==> config.mk <==
export PLATFORM = sky130hd
export DESIGN_NAME = kvl_ctrl
export DESIGN_NICKNAME = d
export VERILOG_FILES = /design/src/rtl/kvl_pkg.sv /design/src/rtl/kvl_ctrl.sv
export SDC_FILE = /design/constraint.sdc
export NUM_CORES = 1
export LEC_CHECK = 0
export BUFFER_PORTS_ARGS = -buffer_cell sky130_fd_sc_hd__buf_2
export CORE_MARGIN = 5
export CORE_UTILIZATION = 35
export CTS_CLUSTER_DIAMETER = 120
export DETAILED_ROUTE_END_ITERATION = 6
export PLACE_DENSITY = 0.65
export SYNTH_ARGS = -nofsm -noshare
export SYNTH_HDL_FRONTEND = slang
export SYNTH_SLANG_ARGS = --single-unit
export TNS_END_PERCENT = 20
==> constraint.sdc <==
create_clock -name i_clk -period 1.3 [get_ports i_clk]
set_input_delay 0.13 -clock i_clk [delete_from_list [all_inputs] [get_ports i_clk]]
set_output_delay 0.13 -clock i_clk [all_outputs]
set_load 0.01 [all_outputs]
==> src/rtl/kvl_pkg.sv <==
// Shared types and constants of the keyframe vec3 interpolation core.
// Used by kvl_ctrl, kvl_dpath and keyframe_vec3_lerp_core; depends on nothing.
package kvl_pkg;

    // Default table depth
    localparam int DEF_MAX_KEYS = 64;

    // Factor format: unsigned Q1.16, one is 1 << 16
    localparam int FW = 17;
    localparam logic [FW-1:0] F_ONE  = 17'h10000;
    localparam logic [FW-1:0] F_ZERO = 17'h00000;
    localparam int DIV_STEPS = 16;

    // Input function codes
    localparam logic FUNC_LOAD   = 1'b0;
    localparam logic FUNC_SAMPLE = 1'b1;

    // Table read address sources
    localparam logic [1:0] ADDR_SCAN = 2'd0;
    localparam logic [1:0] ADDR_I    = 2'd1;
    localparam logic [1:0] ADDR_J    = 2'd2;

    // Vector components
    localparam logic [1:0] COMP_X = 2'd0;
    localparam logic [1:0] COMP_Y = 2'd1;
    localparam logic [1:0] COMP_Z = 2'd2;

    // Register index of key_count (word address bit)
    localparam logic REG_KEY_COUNT = 1'b0;

    // Controller to datapath commands
    typedef struct packed {
        logic       mem_we;     // write a load item into the table
        logic       start;      // latch sample time, clear scan
        logic [1:0] addr_sel;   // table read address source
        logic       scan_step;  // advance scan index
        logic       take_i;     // start key is the current scan index
        logic       lat_a;      // latch start key
        logic       lat_b;      // latch end key, form num and gap
        logic       f_set;      // decide factor or arm divider
        logic       div_step;   // one quotient bit
        logic       mul;        // multiply one component
        logic       acc;        // add step to start value
        logic [1:0] comp;       // component in work
        logic       out_load;   // move result to output register
    } t_kvl_cmd;

    // Datapath to controller status
    typedef struct packed {
        logic one_key;
        logic scan_hit;
        logic scan_last;
        logic need_div;
        logic out_free;
    } t_kvl_sts;

endpackage

==> src/rtl/kvl_ctrl.sv <==
// Sequencer of the keyframe interpolation core: scan, fetch, divide, multiply.
// Depends on kvl_pkg; drives kvl_dpath through t_kvl_cmd.
module kvl_ctrl (
    input  logic              i_clk,
    input  logic              i_rst_n,
    input  logic              i_in_valid,
    input  logic              i_func,
    input  kvl_pkg::t_kvl_sts i_sts,
    output kvl_pkg::t_kvl_cmd o_cmd,
    output logic              o_in_stall
);

    localparam logic [3:0] S_IDLE     = 4'd0;
    localparam logic [3:0] S_SCAN_RD  = 4'd1;
    localparam logic [3:0] S_SCAN_CMP = 4'd2;
    localparam logic [3:0] S_A_RD     = 4'd3;
    localparam logic [3:0] S_A_LAT    = 4'd4;
    localparam logic [3:0] S_B_LAT    = 4'd5;
    localparam logic [3:0] S_FSET     = 4'd6;
    localparam logic [3:0] S_DIV      = 4'd7;
    localparam logic [3:0] S_MUL      = 4'd8;
    localparam logic [3:0] S_ACC      = 4'd9;
    localparam logic [3:0] S_PUT      = 4'd10;

    localparam int CW = $clog2(kvl_pkg::DIV_STEPS);

    logic [3:0]    r_state, n_state;
    logic [CW-1:0] r_cnt, n_cnt;
    logic [1:0]    r_comp, n_comp;
    logic          accept;

    assign o_in_stall = (r_state != S_IDLE);
    assign accept     = i_in_valid && (r_state == S_IDLE);

    // Next state and commands
    always_comb begin
        n_state = r_state;
        n_cnt   = r_cnt;
        n_comp  = r_comp;
        o_cmd   = '0;
        o_cmd.comp = r_comp;
        unique case (r_state)
            S_IDLE: begin
                if (accept) begin
                    if (i_func == kvl_pkg::FUNC_LOAD) begin
                        o_cmd.mem_we = 1'b1;
                    end else begin
                        o_cmd.start = 1'b1;
                        n_state = i_sts.one_key ? S_A_RD : S_SCAN_RD;
                    end
                end
            end
            S_SCAN_RD: begin
                o_cmd.addr_sel = kvl_pkg::ADDR_SCAN;
                n_state = S_SCAN_CMP;
            end
            S_SCAN_CMP: begin
                if (i_sts.scan_hit) begin
                    o_cmd.take_i = 1'b1;
                    n_state = S_A_RD;
                end else if (i_sts.scan_last) begin
                    n_state = S_A_RD;
                end else begin
                    o_cmd.scan_step = 1'b1;
                    n_state = S_SCAN_RD;
                end
            end
            S_A_RD: begin
                o_cmd.addr_sel = kvl_pkg::ADDR_I;
                n_state = S_A_LAT;
            end
            S_A_LAT: begin
                o_cmd.lat_a    = 1'b1;
                o_cmd.addr_sel = kvl_pkg::ADDR_J;
                n_state = S_B_LAT;
            end
            S_B_LAT: begin
                o_cmd.lat_b = 1'b1;
                n_state = S_FSET;
            end
            S_FSET: begin
                o_cmd.f_set = 1'b1;
                n_cnt  = '0;
                n_comp = kvl_pkg::COMP_X;
                n_state = i_sts.need_div ? S_DIV : S_MUL;
            end
            S_DIV: begin
                o_cmd.div_step = 1'b1;
                n_cnt = r_cnt + 1'b1;
                if (r_cnt == CW'(kvl_pkg::DIV_STEPS - 1)) begin
                    n_state = S_MUL;
                end
            end
            S_MUL: begin
                o_cmd.mul = 1'b1;
                n_state = S_ACC;
            end
            S_ACC: begin
                o_cmd.acc = 1'b1;
                if (r_comp == kvl_pkg::COMP_Z) begin
                    n_state = S_PUT;
                end else begin
                    n_comp  = r_comp + 1'b1;
                    n_state = S_MUL;
                end
            end
            S_PUT: begin
                if (i_sts.out_free) begin
                    o_cmd.out_load = 1'b1;
                    n_state = S_IDLE;
                end
            end
            default: n_state = S_IDLE;
        endcase
    end

    // Hold state
    always_ff @(posedge i_clk) begin
        if (!i_rst_n) begin
            r_state <= S_IDLE;
            r_cnt   <= '0;
            r_comp  <= kvl_pkg::COMP_X;
        end else begin
            r_state <= n_state;
            r_cnt   <= n_cnt;
            r_comp  <= n_comp;
        end
    end

endmodule

==> flow_metrics.env <==
export IMPL_clock_sink_count=10
export IMPL_relative_max_transition_margin=0.782
export IMPL_vdd_drop_max_uv=493
export IMPL_worst_r2r_path_depth=5
export IMPL_route_antenna_remaining_nets=0
export IMPL_postPlaceCellArea_um2=1010
export IMPL_worst_hold_margin_ns=0.145
export IMPL_cts_max_path_buffers=2
export IMPL_wirelength_um=2190
export IMPL_dpl_wire_length_um=1540
export IMPL_hold_buffers=0
export IMPL_tritoncts="built"
export IMPL_port_buffer_count=24
export IMPL_rr_startpoint="r_state[1]"
export IMPL_final_setup_fails=23
export IMPL_end_kind="primary output"
export IMPL_synth_largest_type_area_fraction=0.271
export IMPL_initialDrtViolationCount=7
export IMPL_seqCellArea_um2=205
export IMPL_initial_core_util=0.372
export IMPL_clock_tree_htree_level_count=1
export IMPL_grt_antenna_before_repair=0
export IMPL_overflow=0
export IMPL_finalNonFillerCells=174
export IMPL_multi_input_area_um2=543
export IMPL_floorplan_io_pins=25
export IMPL_p_per_area_nw_per_um2=1070
export IMPL_worst_r2r_endpoint="r_state[3]"
export IMPL_routability_congestion_estimate=0.756
export IMPL_path_max_fanout=4
export IMPL_cts_made_buffers=3
export IMPL_placement_rows=16
export IMPL_post_synth_cell_area_avg_um2=7.61
export IMPL_postSynth_asyncResetShare=0
export IMPL_setup_tns_ns=-3.22
export IMPL_tightestPinTransition_ns=0.326
export IMPL_syn_cell_area_um2=738
export IMPL_clk_insertion_delay_late_ns=0.27
export IMPL_timing_reg2reg_setup_slack_ns=-0.24
export IMPL_min_period_over_period=1.25
export IMPL_failed_checks="negative setup slack"
export IMPL_total_leakage_power_uw=0.000561
export IMPL_nature_of_the_critical_path_startpoint="flip-flop"
export IMPL_global_route_wire_length_before_repair_um=3510
export IMPL_detail_route_drc_violations=0
export IMPL_yosys_cell_count_top_type="nor2_1"
export IMPL_first_global_vias=837
export IMPL_dieArea_um2=3130
export IMPL_postSynthCellCount=97
export IMPL_hold_viol_final=0
export IMPL_viasPerCell=4.98
export IMPL_n_fill_cell=190
export IMPL_drt_pass1_iter_count=3
export IMPL_worst_clock_skew_ns=0.00379
export IMPL_route_vias_total=867
export IMPL_die_width_um=55.9
export IMPL_areaGrowthSynthToFinish_pct=64.1
export IMPL_coreArea_um2=1980
export IMPL_timing_setup_critical_path_class="reg -> out"
export IMPL_n_antenna_cell=0
export IMPL_timing_hold_worst_class="in -> reg"
export IMPL_slew_violations=0
export IMPL_achievable_frequency_ghz=0.615
export IMPL_outcome="finished, violations left"
export IMPL_synth_distinct_cells=38
export IMPL_synth_top_cell_by_area="dfxtp_1"
export IMPL_ys_seq_elements=10
export IMPL_grt_usage=0.138
export IMPL_timing_hold_worst_start="i_rst_n"
export IMPL_pre_cts_slack_ns=-0.0929
export IMPL_synthesis_yosys_warnings=0
export IMPL_synth_edff_count=0
export IMPL_clk_pin_slew_ns=0.07
export IMPL_ys_dominant_reg_cell="dfxtp_1"
export IMPL_part_of_the_yosys_area_used_for_sequential_elements=0.271
export IMPL_synth_top_cells_by_area="dfxtp_1, nor2_1, nor2b_1"
export IMPL_final_layout_size_suffix_gt1_frac=0.565
export IMPL_timing_critical_path_required_ns=1.17
export IMPL_drt_wirelength_per_cell_um=12.6
export IMPL_grt_start_max_net_pins=11
export IMPL_holdPathStages=2
export IMPL_timing_max_cap_violations=0
export IMPL_ctsRootBufferMaster="clkbuf_4"
export IMPL_grt_setup_unrepaired="yes"
export IMPL_design_final_nets=159
export IMPL_finalInstanceArea_um2=1210
export IMPL_final_setup_worst_slack_ns=-0.326
export IMPL_syn_nets=108
export IMPL_chipHeight_um=55.9
export IMPL_dpl_cell_count=161
export IMPL_synth_top_cells_by_count="nor2_1, dfxtp_1"
export IMPL_whs_endpoint="r_comp[0]"
export IMPL_post_route_min_period_ns=1.63
export IMPL_worst_endpoint_arrival_ns=1.50
[cell families after synthesis]
logic type / count (synthesis) / synth area share
compound gates: 25 / 0.247
fa+ha+maj: 2 / 0.0339
buf+inv: 13 / 0.0847
flops: 10 / 0.271
mux: 1 / 0.0153
simple gates: 46 / 0.347
[how the worst max path moves through the flow]
stage | from | endpoint | slack (ns) | cells after the start
floorplan | r_state[1] | r_state[3] | -0.14 | 5
global placement | r_state[2] | r_state[3] | -0.07 | 4
detailed placement | r_state[2] | r_state[3] | -0.09 | 4
CTS | r_state[3] | o_cmd[13] | -0.33 | 3
global route | r_state[1] | o_cmd[13] | -0.36 | 3
finish | r_state[1] | o_cmd[13] | -0.33 | 3
[state kept, by name (all words and copies together), names as in the netlist]
name / flops
r_cnt: 4
r_comp: 2
r_state: 4
[layer usage]
metal	up-vias	wire length (µm)	track usage
li1	444	-	-
met1	394	991	0.169
met2	25	1050	0.226
met3	4	120	0.0348
met4	0	29	0.0610
met5	-	0	0
[layout by cell type, fill, tap and decap left out, types with 2 or more instances in the layout]
| cell | Yosys | routed |
|---|---|---|
| buf_4 | 1 | 22 |
| a21oi_2 | 1 | 3 |
| buf_6 | 1 | 8 |
| and4_1 | 2 | 2 |
| inv_1 | 6 | 3 |
| nand2_1 | 6 | 6 |
| nor2_1 | 13 | 11 |
| inv_2 | 0 | 3 |
| buf_2 | 2 | 23 |
| dfxtp_2 | 0 | 4 |
| o21ai_1 | 0 | 2 |
| dfxtp_1 | 10 | 6 |
| or3_1 | 2 | 2 |
| nor2b_1 | 5 | 4 |
| a21oi_1 | 6 | 4 |
| nand4b_1 | 2 | 2 |
| o211ai_1 | 2 | 2 |
| nor3_2 | 0 | 2 |
| nand3_1 | 2 | 2 |
| o21ai_0 | 6 | 4 |
| and3_1 | 3 | 2 |
| clkbuf_4 | 0 | 3 |
[per-stage QoR]
step,total power [µW],utilization
finish,1300,0.611
global route,1380,0.611
CTS,1260,0.565
detailed placement,888,0.509
global placement,880,0.509
floorplan,696,-
[critical path: stages, from the launching register on]
cell and delay, ns:
dfxtp_2 0.33, or4_4 0.57, and2b_1 0.21, buf_2 0.12
[power breakdown]
part           switching, µW  total [µW]  internal (µW)
combinational            317         667            350
clock                    114         284            170
sequential              18.4         350            331
[final cells by class]
type | instances | share of cell area
tap | 27 | 0.0279
multi-input combinational | 74 | 0.448
clock buffer | 4 | 0.0300
timing repair buffer | 53 | 0.306
inverter | 6 | 0.0186
sequential | 10 | 0.169
[what timing repair did]
action                                 in CTS  in global routing
setup buffers                               3                  6
endpoints found under the hold margin       0                  0
resized for setup                          17                 15
setup endpoints to repair                  21                 24
pin swaps                                   9                  2
No activity file was read; power rests on OpenSTA's default activity.
